## config.mk

```make
export PLATFORM = sky130hd
export DESIGN_NAME = mtg_ctrl
export DESIGN_NICKNAME = d
export VERILOG_FILES = /design/src/rtl/mtg_pkg.sv /design/src/rtl/mtg_ctrl.sv
export SDC_FILE = /design/constraint.sdc
export NUM_CORES = 1
export LEC_CHECK = 0
export ABC_AREA = 0
export BUFFER_PORTS_ARGS = -buffer_cell sky130_fd_sc_hd__buf_2
export CORE_AREA = 3 3 40 42
export CTS_CLUSTER_DIAMETER = 120
export DETAILED_ROUTE_END_ITERATION = 10
export DIE_AREA = 0 0 43 45
export GPL_ROUTABILITY_DRIVEN = 1
export PLACE_DENSITY = 0.56
export SLEW_MARGIN = 10
export SYNTH_ARGS = -nofsm -noshare
export SYNTH_HDL_FRONTEND = slang
export SYNTH_SLANG_ARGS = --single-unit
```

## constraint.sdc

```tcl
create_clock -name clk -period 1 [get_ports clk]
set_input_delay 0.1 -clock clk [delete_from_list [all_inputs] [get_ports clk]]
set_output_delay 0.1 -clock clk [all_outputs]
set_load 0.03 [all_outputs]
```

## src/rtl/mtg_pkg.sv

```systemverilog
// Shared constants, command and status types, and word functions for the
// MT19937 generator. No dependencies; imported by every RTL file but mtg_ram.
`default_nettype none

package mtg_pkg;

	// Size of the state store and the twist offset.
	localparam int STATE_DEPTH   = 624;
	localparam int MIDDLE_OFFSET = 397;
	localparam int MID_OFF       = MIDDLE_OFFSET % STATE_DEPTH;

	// Address of one state word and the index that may also hold the depth itself.
	localparam int ADDR_W = $clog2(STATE_DEPTH);
	localparam int IDX_W  = $clog2(STATE_DEPTH + 1);
	localparam int WORD_W = 32;

	// Seeding recurrence.
	localparam logic [WORD_W-1:0] INIT_MUL   = 32'd1812433253;
	localparam int                INIT_SHIFT = 30;

	// Twist and tempering constants.
	localparam logic [WORD_W-1:0] MT_MATRIX = 32'h9908_B0DF;
	localparam logic [WORD_W-1:0] MT_UPPER  = 32'h8000_0000;
	localparam logic [WORD_W-1:0] MT_LOWER  = 32'h7FFF_FFFF;
	localparam logic [WORD_W-1:0] MT_TB     = 32'h9D2C_5680;
	localparam logic [WORD_W-1:0] MT_TC     = 32'hEFC6_0000;

	// Read address selection for the single read port of the store.
	typedef enum logic [1:0] {
		RD_CUR,
		RD_NXT,
		RD_MID
	} rd_sel_t;

	// Commands from the controller to the datapath.
	typedef struct packed {
		logic    load_seed;
		logic    seed_mul;
		logic    seed_wr;
		logic    draw_start;
		logic    cap_cur;
		logic    cap_nxt;
		logic    finish;
		rd_sel_t rd_sel;
	} cmd_t;

	// Status from the datapath to the controller.
	typedef struct packed {
		logic seed_last;
	} sts_t;

	// One step of the twist recurrence for a single word.
	function automatic logic [WORD_W-1:0] twist_word(
		input logic [WORD_W-1:0] cur,
		input logic [WORD_W-1:0] nxt,
		input logic [WORD_W-1:0] mid
	);
		logic [WORD_W-1:0] y;
		logic [WORD_W-1:0] v;
		y = (cur & MT_UPPER) | (nxt & MT_LOWER);
		v = mid ^ (y >> 1);
		if (y[0]) begin
			v = v ^ MT_MATRIX;
		end
		return v;
	endfunction

	// Output tempering.
	function automatic logic [WORD_W-1:0] temper_word(input logic [WORD_W-1:0] x);
		logic [WORD_W-1:0] y;
		y = x ^ (x >> 11);
		y = y ^ ((y << 7) & MT_TB);
		y = y ^ ((y << 15) & MT_TC);
		y = y ^ (y >> 18);
		return y;
	endfunction

endpackage

`default_nettype wire

```

## src/rtl/mtg_ctrl.sv

```systemverilog
// Controller of the MT19937 generator: sequences seeding and draws, and owns
// both channel handshakes. Uses mtg_pkg.
`default_nettype none

module mtg_ctrl
	import mtg_pkg::*;
(
	input  wire logic clk,
	input  wire logic arst_n,
	input  wire logic in_valid,
	output logic      in_stall,
	input  wire logic kind,
	output logic      out_valid,
	input  wire logic out_stall,
	output cmd_t      cmd,
	input  wire sts_t sts
);

	typedef enum logic [2:0] {
		ST_IDLE,
		ST_SEED_MUL,
		ST_SEED_WR,
		ST_RD_CUR,
		ST_RD_NXT,
		ST_RD_MID,
		ST_CALC
	} state_t;

	state_t state_q;
	state_t state_d;
	logic   out_valid_q;

	// Command decode and next state.
	always_comb begin
		cmd        = '0;
		cmd.rd_sel = RD_CUR;
		state_d    = state_q;
		unique case (state_q)
			ST_IDLE: begin
				if (in_valid) begin
					if (!kind) begin
						cmd.load_seed = 1'b1;
						state_d       = ST_SEED_MUL;
					end else begin
						cmd.draw_start = 1'b1;
						state_d        = ST_RD_CUR;
					end
				end
			end
			ST_SEED_MUL: begin
				cmd.seed_mul = 1'b1;
				state_d      = ST_SEED_WR;
			end
			ST_SEED_WR: begin
				cmd.seed_wr = 1'b1;
				state_d     = sts.seed_last ? ST_IDLE : ST_SEED_MUL;
			end
			ST_RD_CUR: begin
				cmd.rd_sel = RD_CUR;
				state_d    = ST_RD_NXT;
			end
			ST_RD_NXT: begin
				cmd.rd_sel  = RD_NXT;
				cmd.cap_cur = 1'b1;
				state_d     = ST_RD_MID;
			end
			ST_RD_MID: begin
				cmd.rd_sel  = RD_MID;
				cmd.cap_nxt = 1'b1;
				state_d     = ST_CALC;
			end
			ST_CALC: begin
				// Hold the middle read until the output register is free.
				cmd.rd_sel = RD_MID;
				if (!out_valid_q || !out_stall) begin
					cmd.finish = 1'b1;
					state_d    = ST_IDLE;
				end
			end
			default: state_d = ST_IDLE;
		endcase
	end

	// State and output valid.
	always_ff @(posedge clk or negedge arst_n) begin
		if (!arst_n) begin
			state_q     <= ST_IDLE;
			out_valid_q <= 1'b0;
		end else begin
			state_q <= state_d;
			if (cmd.finish) begin
				out_valid_q <= 1'b1;
			end else if (!out_stall) begin
				out_valid_q <= 1'b0;
			end
		end
	end

	assign in_stall  = (state_q != ST_IDLE);
	assign out_valid = out_valid_q;

endmodule

`default_nettype wire

```

* Yosys cells after proc, flatten, opt, wreduce, memory -nomap -nowiden
Index checks and enable logic that the tools add are counted.
** Cells by class
- Eq/ne operators :: 9
- Multiplexer cells :: 20
- Reduce and logical (&&, ||, !) cells :: 7
** Operators with widths (number)
- $pmux W3 S7 :: 1
- $mux W1 :: 15
- $eq A3 B3 Y1 const B :: 3
- $eq A3 B2 Y1 const B :: 2
- $mux W3 :: 2
- $ne A2 B2 Y1 const B :: 2
- $pmux W2 S2 :: 1
- $eq A3 B1 Y1 const B :: 1
- $logic_not A3 Y1 :: 1
- $reduce_bool A3 Y1 :: 1
- $logic_not A1 Y1 :: 2
- $mux W2 :: 1
- $ne A2 B1 Y1 const B :: 1
- $reduce_and A2 Y1 :: 1
- $reduce_or A2 Y1 :: 1
- $logic_or A1 B1 Y1 :: 1
** Word-level totals
- Register bits :: 4
- Input port bits :: 6

* Longest topological paths before layout
- Depth in word-level cells :: 5
- Depth in mapped cells :: 3
- Depth with buffers taken out :: 2

* Least setup slack after synthesis
No wires, ideal clock.
- Kind :: register -> output
- From :: reg state_q[2]
- To :: out cmd[8] in the netlist's numbering
- Arrival time :: 1.414 ns
- Data required time :: 0.900 ns
- Slack :: -0.514 ns
- Stages on the path, launching flop included :: 4
- Buffers on the path :: 1
- Cell sequence :: dfrtp_1 -> buf_6 -> or3_4 -> nor3b_2
** RTL lines
- from (decl) :: line mtg_ctrl.sv:29 : state_t state_q;
- from (signal assigned) :: line mtg_ctrl.sv:90 : state_q <= state_d;
- to (decl) :: line mtg_ctrl.sv:15 : output cmd_t cmd,

==> summary.txt <==
Floorplanning
  – Initial Util: 0.2084
  – Number of I/O pins: 17
  – Die X: 43 um
  – Row count: 13
  – Die area: 1935 um^2
  – Die height: 45 um
  – Core area: 1285 um^2

Placement
  – Placed inst area: 464.2 um^2
  – GPL Wtd Cong: 0.6356
  – Port Buf Inserts: 16
  – Placed wire-length estimate after detailed placement: 588.8 um

CTS
  – CTS HTree Levels: 1
  – CTS Buf Count: 3
  – CTS tree: built
  – Sink Count: 4
  – Clock Path Buffers: 2
  – Clock Root Buffer: clkbuf_4
  – Clk_lat worst skew: 0.25 ns
  – Clock transition at the registers of the reported paths: 0.04 ns

Finish
  – Share of cells above drive strength 1: 0.8060
  – Fin area: 723.2 um^2
  – Number of fill cells: 108
  – Most frequent cells in the layout: buf_6, buf_4, buf_2
  – Layout Nets: 74
  – Final core utilization: 0.5628
  – Most common cell after layout, fill and taps aside: buf_6
  – Ant diodes: 0
  – Syn-to-layout area delta: 170.1%

Route
  – Wirelength, routed: 1045 um
  – Starting DRT DRC Count: 2
  – Drt drc: 0
  – Router iterations before antenna repair: 2
  – Drt wl/cell: 12.74 um
  – Vias/cell: 4.512
  – Vias: 370
  – Routed Antenna Nets: 0

Job
  – Max cap viols: 0

Global route
  – Total grt overflow: 0
  – All-layer global routing usage: 0.1229
  – Initial antenna violation count: 0
  – Largest net degree at the start of global routing: 8
  – Vias in the first global route: 405
  – First-pass GRT wire length: 1662 um

STA
  – Slew @ Worst Pin: 0.1805 ns
  – Worst Skew: 0.0006883 ns
  – Max Clk Rate: 677.6 MHz
  – Final Cycle Share: 1.476
  – Final WS setup: -0.4757 ns
  – Relative slew slack: 0.8796
  – Final slew viol count: 0
  – RSZ-0062 raised after global routing: yes
  – Setup violators final: 14
  – Fin. Hold Viols: 0
  – Min Tclk post-route: 1.476 ns

Hold path
  – Hold path depth: 3
  – Min-Delay Path Class: primary input to register
  – Hold Crit Endpoint: state_q[0]
  – Hold wc startpoint: sts

Critical path
  – CP Data Required Time: 0.90 ns
  – WS Path Type: register to output pin
  – CP max-delay cell: or3_4
  – CP top delay family: simple AND/OR/NAND/NOR gates
  – Worst r2r src: state_q[1]
  – CP bufs+invs: 1
  – Worst r2r path cells: 6
  – Crit path launch: state_q[1]
  – Crit path largest cell delay: 0.42 ns
  – Worst-path maximum fanout: 3
  – Nature of the critical path startpoint: register
  – Worst-path cell chain: or3_4 -> nor3b_4 -> buf_6
  – Reg2reg setup slack: -0.33 ns
  – Worst reg2reg endpoint: state_q[0]
  – Setup crit end kind: output pin
  – WP data arrival: 1.38 ns

Status
  – Outcome: finished with violations
  – Violated checks: negative setup slack

Pwr
  – Static Leak: 0.0003211 uW
  – P per Cell Area: 3882 nW/um^2
  – Power Total: 2808 uW
  – Worst-case vdd ir drop: 1.919 mV

Yosys
  – Post-Syn Nets: 37
  – Sequential fraction of the synthesis area: 0.3738
  – Cell count after synthesis: 31
  – Syn. warnings: 0
  – Cell area after synthesis: 267.8 um^2
  – Post-synthesis sequential element count: 4
  – Synth cell types: 17
  – Mapped Avg Cell Area: 8.637 um^2
final cells by class:
cell class,count,area (um^2),share of cell area
Timing Repair Buffer,34,324.1,0.4481
Multi-Input combinational cell,24,245.2,0.3391
Sequential cell,4,101.3,0.1401
Clock buffer,4,26.28,0.03633
Tap cell,15,18.77,0.02595
Inverter,1,7.507,0.01038
worst max-delay path by stage:
stage,slack (ns),end,depth (start not counted)
after floorplan,-0.39,cmd[8],3
after global placement,-0.24,cmd[8],3
after detailed placement,-0.25,cmd[8],3
after CTS,-0.48,cmd[8],3
after global routing,-0.51,cmd[8],3
final,-0.48,cmd[8],3
synthesized netlist by cell type, drive strengths merged:
cell,count,area (um^2)
o221ai,1,8.760
a21oi,4,20.02
nor3,2,10.01
or3b,1,8.760
buf,2,18.77
dfrtp,4,100.1
or2,1,6.260
a31oi,1,6.260
nor3b,1,12.51
nor2,4,15.01
nand3b,2,15.01
inv,1,3.750
or3,1,11.26
o21bai,1,7.510
nand2,3,11.26
nand2b,2,12.51
timing repair:
item	in CTS	in global routing
endpoints found under the setup margin	15	14
hold buffers	1	0
resized for setup	28	8
pin swaps	6	4
hold endpoints to repair	4	0
setup buffers	8	5
worst min-delay path: stages:
cell     delay (ns)
buf_2          0.07
or3b_1         0.10
a21oi_2        0.05
metrics by stage:
stage	worst slack, ns	hold slack (ns)	instances	TNS (ns)
after floorplan	-0.3873	-0.1956	31	-1.401
after global placement	-0.2361	-0.09017	66	-1.767
after detailed placement	-0.2516	-0.09072	66	-1.811
after CTS	-0.4767	0.09288	79	-4.359
after global routing	-0.5131	0.1308	82	-5.228
final	-0.4757	0.1059	82	-4.677
state kept, by name, summed over array words and instances, names as in the netlist:
register,flops
out_valid,1
state_q,3
report_power, final:
part | total, uW | switching [uW] | internal (uW)
sequential | 315 | 68.7 | 246
combinational | 2260 | 1090 | 1170
clock | 234 | 82.9 | 151
cells by family after synthesis:
kind of cell,after synthesis,share of synthesized area
AND/OR/NAND/NOR,17,0.3831
flip-flops,4,0.3738
buffers and inverters,3,0.08411
AO/OA/AOI/OAI,7,0.1589
layer usage:
metal	global-route usage	vias to the layer above	wire [um]
li1	-	179	-
met3	0.01594	3	42
met5	0	-	0
met4	0.1084	0	26
met1	0.1293	178	386
met2	0.2156	10	589
Power figures use the tool's default switching activity.
